`src/sv/bpsm_pkg.sv`:
```
// ----------------------------------------------------------------------------
// bpsm_pkg
// Shared types, constants and helpers for the battery power state monitor.
// ----------------------------------------------------------------------------
package bpsm_pkg;

    localparam int VOLT_W  = 16;
    localparam int CODE_W  = 2;
    localparam int CIDX_W  = 2;
    localparam int SUM_W   = 20;
    localparam int RECIP_W = 20;
    localparam int RECIP_SH = 23;

    // ceil(2^23 / 10), exact floor division for sums below 2^22
    localparam logic [RECIP_W-1:0] RECIP10 = 20'hCCCCD;

    localparam logic [VOLT_W-1:0] NORMAL_RST = 16'd3700;
    localparam logic [VOLT_W-1:0] LOW_RST    = 16'd3500;
    localparam logic [VOLT_W-1:0] STOP_RST   = 16'd3300;

    localparam logic [CIDX_W-1:0] REG_NORMAL = 2'd0;
    localparam logic [CIDX_W-1:0] REG_LOW    = 2'd1;
    localparam logic [CIDX_W-1:0] REG_STOP   = 2'd2;

    localparam logic [CODE_W-1:0] MODE_CODE_ON   = 2'd0;
    localparam logic [CODE_W-1:0] MODE_CODE_LOW  = 2'd1;
    localparam logic [CODE_W-1:0] MODE_CODE_STOP = 2'd2;

    typedef enum logic [2:0] {
        MODE_ON   = 3'b001,
        MODE_LOW  = 3'b010,
        MODE_STOP = 3'b100
    } mode_t;

    typedef enum logic [CODE_W-1:0] {
        ALARM_NONE   = 2'd0,
        ALARM_LOWPWR = 2'd1,
        ALARM_NOPWR  = 2'd2
    } alarm_t;

    typedef struct packed {
        logic [VOLT_W-1:0] normal;
        logic [VOLT_W-1:0] low;
        logic [VOLT_W-1:0] stop;
    } thr_t;

    function automatic logic [CODE_W-1:0] mode_code(input mode_t m);
        logic [CODE_W-1:0] c;
        unique case (m)
            MODE_ON:   c = MODE_CODE_ON;
            MODE_LOW:  c = MODE_CODE_LOW;
            MODE_STOP: c = MODE_CODE_STOP;
            default:   c = MODE_CODE_ON;
        endcase
        return c;
    endfunction

endpackage

```
`src/sv/bpsm_filter.sv`:
```
// ----------------------------------------------------------------------------
// bpsm_filter
// Smoothing step: next = (9*old + sample) / 10, or the sample when old is zero.
// ----------------------------------------------------------------------------
module bpsm_filter
    import bpsm_pkg::*;
(
    input  logic [VOLT_W-1:0] old_volt,
    input  logic [VOLT_W-1:0] sample,
    output logic [VOLT_W-1:0] new_volt
);

    logic [SUM_W-1:0]         sum;
    logic [SUM_W+RECIP_W-1:0] prod;

    always_comb begin
        sum  = SUM_W'({old_volt, 3'b000}) + SUM_W'(old_volt) + SUM_W'(sample);
        prod = (SUM_W+RECIP_W)'(sum) * (SUM_W+RECIP_W)'(RECIP10);
        if (old_volt == '0) begin
            new_volt = sample;
        end else begin
            new_volt = prod[RECIP_SH +: VOLT_W];
        end
    end

endmodule

```
`src/sv/bpsm_mode.sv`:
```
// ----------------------------------------------------------------------------
// bpsm_mode
// Power mode transition and alarm generation from the smoothed voltage.
// ----------------------------------------------------------------------------
module bpsm_mode
    import bpsm_pkg::*;
(
    input  mode_t             mode_cur,
    input  logic [VOLT_W-1:0] volt,
    input  thr_t              thr,
    output mode_t             mode_new,
    output alarm_t            alarm
);

    always_comb begin
        mode_new = mode_cur;
        alarm    = ALARM_NONE;
        unique case (mode_cur)
            MODE_STOP: begin
                if (volt >= thr.normal) begin
                    mode_new = MODE_ON;
                end
            end
            MODE_LOW: begin
                if (volt >= thr.normal) begin
                    mode_new = MODE_ON;
                end else if (volt <= thr.stop) begin
                    mode_new = MODE_STOP;
                    alarm    = ALARM_NOPWR;
                end
            end
            MODE_ON: begin
                if (volt <= thr.stop) begin
                    mode_new = MODE_STOP;
                end else if (volt <= thr.low) begin
                    mode_new = MODE_LOW;
                    alarm    = ALARM_LOWPWR;
                end
            end
            default: begin
                mode_new = mode_cur;
            end
        endcase
    end

endmodule

```
`src/sv/battery_power_state_monitor.sv`:
```
// An accepted sample passes through the input register and then the result register.
// Throughput: one sample per cycle while m_ready holds; the filter and mode update are combinational.
// The result register decouples the sides, so a new sample is taken while one waits.
// Reset (aresetn low, synchronous): smoothed voltage zero, mode on, thresholds
// 3700/3500/3300, both pipeline registers empty.
// ----------------------------------------------------------------------------
// battery_power_state_monitor
// Input register, combinational filter and mode update, result register.
// ----------------------------------------------------------------------------
module battery_power_state_monitor
    import bpsm_pkg::*;
(
    input  logic              aclk,
    input  logic              aresetn,

    input  logic              cfg_valid,
    output logic              cfg_ready,
    input  logic [CIDX_W-1:0] cfg_index,
    input  logic [VOLT_W-1:0] cfg_data,

    input  logic              s_valid,
    output logic              s_ready,
    input  logic [VOLT_W-1:0] s_voltage_sample,

    output logic              m_valid,
    input  logic              m_ready,
    output logic [VOLT_W-1:0] m_smoothed_voltage,
    output logic [CODE_W-1:0] m_power_mode,
    output logic [CODE_W-1:0] m_alarm_code
);

    thr_t              thr_reg;
    logic              in_valid_reg;
    logic [VOLT_W-1:0] in_sample_reg;
    logic              out_valid_reg;
    logic [VOLT_W-1:0] out_volt_reg;
    logic [CODE_W-1:0] out_mode_reg;
    alarm_t            out_alarm_reg;
    logic [VOLT_W-1:0] filt_reg;
    logic [VOLT_W-1:0] filt_next;
    mode_t             mode_reg;
    mode_t             mode_next;
    alarm_t            alarm_next;
    logic              out_adv;
    logic              proc;

    assign out_adv   = !out_valid_reg || m_ready;
    assign proc      = in_valid_reg && out_adv;
    assign s_ready   = !in_valid_reg || out_adv;
    assign cfg_ready = 1'b1;

    assign m_valid            = out_valid_reg;
    assign m_smoothed_voltage = out_volt_reg;
    assign m_power_mode       = out_mode_reg;
    assign m_alarm_code       = out_alarm_reg;

    bpsm_filter u_filter (
        .old_volt (filt_reg),
        .sample   (in_sample_reg),
        .new_volt (filt_next)
    );

    bpsm_mode u_mode (
        .mode_cur (mode_reg),
        .volt     (filt_next),
        .thr      (thr_reg),
        .mode_new (mode_next),
        .alarm    (alarm_next)
    );

    // configuration registers
    always_ff @(posedge aclk) begin
        if (!aresetn) begin
            thr_reg.normal <= NORMAL_RST;
            thr_reg.low    <= LOW_RST;
            thr_reg.stop   <= STOP_RST;
        end else if (cfg_valid && cfg_ready) begin
            unique case (cfg_index)
                REG_NORMAL: thr_reg.normal <= cfg_data;
                REG_LOW:    thr_reg.low    <= cfg_data;
                REG_STOP:   thr_reg.stop   <= cfg_data;
                default:    thr_reg        <= thr_reg;
            endcase
        end
    end

    // control and state
    always_ff @(posedge aclk) begin
        if (!aresetn) begin
            in_valid_reg  <= 1'b0;
            out_valid_reg <= 1'b0;
            filt_reg      <= '0;
            mode_reg      <= MODE_ON;
        end else begin
            if (s_ready) begin
                in_valid_reg <= s_valid;
            end
            if (out_adv) begin
                out_valid_reg <= in_valid_reg;
            end
            if (proc) begin
                filt_reg <= filt_next;
                mode_reg <= mode_next;
            end
        end
    end

    // payload
    always_ff @(posedge aclk) begin
        if (s_valid && s_ready) begin
            in_sample_reg <= s_voltage_sample;
        end
        if (proc) begin
            out_volt_reg  <= filt_next;
            out_mode_reg  <= mode_code(mode_next);
            out_alarm_reg <= alarm_next;
        end
    end

`ifndef SYNTHESIS
    a_lowpwr_mode: assert property (@(posedge aclk) disable iff (!aresetn)
        (m_valid && m_alarm_code == ALARM_LOWPWR) |-> (m_power_mode == MODE_CODE_LOW))
        else $error("low-power alarm without low mode");

    a_nopwr_mode: assert property (@(posedge aclk) disable iff (!aresetn)
        (m_valid && m_alarm_code == ALARM_NOPWR) |-> (m_power_mode == MODE_CODE_STOP))
        else $error("no-power alarm without stop mode");

    a_proc_result: assert property (@(posedge aclk) disable iff (!aresetn)
        proc |=> (m_valid && m_smoothed_voltage == filt_reg))
        else $error("processed transaction did not reach the result register");

    a_stop_hold: assert property (@(posedge aclk) disable iff (!aresetn)
        (proc && mode_reg == MODE_STOP && filt_next < thr_reg.normal)
        |=> (mode_reg == MODE_STOP))
        else $error("stop mode left below normal threshold");
`endif

endmodule
```
`config.mk`:
```
export PLATFORM = sky130hd
export DESIGN_NAME = battery_power_state_monitor
export DESIGN_NICKNAME = d
export VERILOG_FILES = /design/src/sv/bpsm_pkg.sv /design/src/sv/bpsm_filter.sv /design/src/sv/bpsm_mode.sv /design/src/sv/battery_power_state_monitor.sv
export SDC_FILE = /design/constraint.sdc
export NUM_CORES = 1
export LEC_CHECK = 0
export BUFFER_PORTS_ARGS = -buffer_cell sky130_fd_sc_hd__buf_2
export CELL_PAD_IN_SITES_DETAIL_PLACEMENT = 1
export CELL_PAD_IN_SITES_GLOBAL_PLACEMENT = 1
export CORE_AREA = 5 5 178 180
export DETAILED_ROUTE_END_ITERATION = 10
export DIE_AREA = 0 0 183 185
export PLACE_DENSITY = 0.77
export SYNTH_ARGS = -nofsm -noshare
export SYNTH_HDL_FRONTEND = slang
export SYNTH_SLANG_ARGS = --single-unit
```
`constraint.sdc`:
```
create_clock -name aclk -period 9 [get_ports aclk]
set_clock_uncertainty 0.05 [all_clocks]
set_input_delay 1.8 -clock aclk [delete_from_list [all_inputs] [get_ports aclk]]
set_output_delay 1.8 -clock aclk [all_outputs]
set_load 0.005 [all_outputs]
```
==> out/qor.yml <==
detailed_routing:
  drt_iter0_markers: 1057
  via_per_inst: 6.03
  drc: 0
  first_pass_iters: 7
  drtAntennaViolNets: 0
  wl_per_cell_um: 27.8
  wl_um: 59900
  vias: 13000
global_routing:
  grtUsageTotal_pct: 31.1
  grt_pass1_wl_um: 80900
  grt_pass1_vias: 14200
  overflow: 0
  grt_max_degree: 54
  antenna_found_initial: 2
clocking:
  cts-buffers-inserted: 9
  cts_buffer_depth: 2
  holdBufCountCts: 0
  h-tree-depth: 3
  cts.sinks: 105
  cts_tree: "done"
  clk_pin_slew_ns: 0.08
  root_buffer: "clkbuf_16"
  clk_latency_ns: 0.37
floorplan:
  initial_core_util_pct: 45.1
  die_height_um: 185
  die_area_sq_um: 33900
  fp-row-count: 64
  ios: 62
  die_x_um: 183
  core_area_sq_um: 30000
placed_design:
  numPortBuffers: 60
  gp_congestion: 0.937
  place_ws_ns: -1.17
  dp_cells: 2080
  dp.final_hpwl_um: 38700
run_status:
  failed_checks: "setup timing"
  outcome: "complete, but fails checks"
synth:
  synth_seq_area_share_pct: 18.2
  synth_cell_types: 89
  synth_seq_cells: 105
  syn_area_sq_um: 13500
  yosysTopAreaCell: "ha_1"
  synth_top_area_share_pct: 23.9
  synthCells: 1408
  synth_area_leaders: "ha_1 (24%), fa_1 (23%), dfxtp_1 (10%)"
  avgSynthCellArea_sq_um: 9.62
  yosysMostFrequentCell: "inv_1"
  async_flop_share_pct: 0
  synth_edf_count: 36
  yosysWarnings: 0
  synth_nets: 1859
  synthTopCellsByCount: "inv_1 (290), ha_1 (259), fa_1 (153), nand2_1 (121), dfxtp_1 (69)"
  synth-main-ff-cell: "dfxtp_1"
timing:
  fmax_mhz: 95.1
  setup_viol_count_final: 15
  maxSlewViolCount: 0
  tightestPinTransition_ns: 1.14
  hold_viol: 0
  finalCritPeriodShare_pct: 117
  period_needed_ns: 10.52
  grt_setup_unrepaired: "yes"
  max_slew_margin_pct: 24.0
  worst_slack_ns: -1.52
setup_path:
  r2r-start: "in_sample_reg[7]"
  crit_path_start_kind: "register"
  max_stage_delay_ns: 0.63
  required_ns: 9.16
  critPathCapture: "m_alarm_code[0]"
  end_kind: "register"
  crit_type: "register to register"
  critPathMaxFanout: 5
  worstPathArrival_ns: 10.67
  reg2reg_setup_slack_ns: -1.52
  rr_endpoint: "m_alarm_code[0]"
  r2r.worst_path.cells: 40
  critPathLaunch: "in_sample_reg[7]"
  critPathSlowestCell: "fa_2"
finish:
  drive_above_1_share_pct: 32.2
  nFillCells: 3323
  num-nets-final: 2203
  largest_register_ffs: 48
  final_cells: 2154
  area_growth_pct: 32.0
run:
  max-cap-violations: 0
worst_hold_path:
  min_path_type: "register to register"
kinds of logic (layout without fill, tap and decap cells):
| logic type | Yosys count | count (layout) | synth area share, % |
|---|---|---|---|
| buf+inv | 327 | 676 | 9.64 |
| simple gates | 259 | 259 | 9.15 |
| mux | 5 | 5 | 0.379 |
| xor+xnor | 33 | 33 | 2.13 |
| compound gates | 266 | 266 | 13.9 |
| other cells | 1 | 2 | 0.0277 |
| flops | 105 | 105 | 18.2 |
| fa+ha+maj | 412 | 412 | 46.6 |
how the worst min path moves through the flow:
stage                startpoint           to  slack, ns  cells past startpoint
floorplan           thr_reg[12]  thr_reg[12]       0.39                      2
global placement    thr_reg[13]  thr_reg[13]       0.40                      2
detailed placement  thr_reg[29]  thr_reg[29]       0.41                      2
CTS                 thr_reg[12]  thr_reg[12]       0.42                      2
global route        thr_reg[12]  thr_reg[12]       0.44                      2
finish              thr_reg[15]  thr_reg[15]       0.42                      2
layout make-up:
cell class                      count  area (sq um)  area share (%)
Multi-Input combinational cell    976         10800            60.6
Antenna cell                        1          2.50          0.0140
Timing Repair Buffer              370          2700            15.1
Clock inverter                      7          76.3           0.427
Inverter                          290          1090            6.10
Sequential cell                   105          2460            13.8
Clock buffer                        9           225            1.26
Tap cell                          396           495            2.77
through the flow:
step           TNS, ns  hold WS [ns]  cell area (sq um)  utilization [%]
3_3_place_gp     -5.59         0.402              16400             54.5
2_1_floorplan   -0.167         0.393              13900                -
4_1_cts          -5.55         0.421              17400             58.0
5_1_grt         -13.39         0.438              17900             59.5
6_report        -11.10         0.418              17900             59.5
3_5_place_dp     -7.72         0.408              16400             54.5
worst max-delay path, delay by kind of cell, from the launching register on:
| family | cells | cell delay, ns |
|---|---|---|
| flip-flops | 1 | 0.49 |
| adder cells (fa/ha/maj) | 11 | 4.55 |
| buffers and inverters | 7 | 0.78 |
| AO/OA/AOI/OAI | 16 | 2.85 |
| XOR/XNOR | 1 | 0.27 |
| AND/OR/NAND/NOR | 5 | 1.32 |
layout by cell type (no fill, tap or decap), types with 6 or more instances in the layout:
master / n
nand2_2: 6
a21oi_2: 19
edfxtp_1: 36
a31oi_1: 12
buf_6: 15
buf_2: 60
xor2_1: 7
fa_1: 149
nand2_1: 113
clkbuf_16: 9
o21a_1: 8
nand3_1: 12
o21ai_0: 24
o21ai_1: 10
o21ai_2: 8
nor2_1: 32
a21o_1: 25
buf_4: 294
or3_1: 6
nand2b_1: 7
nor2_2: 7
ha_1: 222
a21oi_1: 30
nand4_1: 19
o211ai_1: 28
xnor2_2: 9
nor3_1: 8
inv_2: 11
inv_1: 278
dfxtp_1: 68
ha_4: 32
xnor2_1: 12
a21boi_0: 29
timing repair:
item,CTS,global route
setup endpoints to repair,7,16
gates resized for setup,83,57
pin swaps,73,54
setup buffers,34,23
metal layers:
layer  track usage (%)  share of wire (%)  wire length (um)  up-vias
met5                 0                  0                 0        -
met4              15.5                8.5              5080        0
met3              5.22                6.9              4130      360
met2              56.1                 49             29500      738
met1              35.5                 35             21200     6484
li1                  -                  -                 -     5407
Power is not shown: default switching activity piles up to over one toggle a cycle in this logic, so the estimate is an artifact.
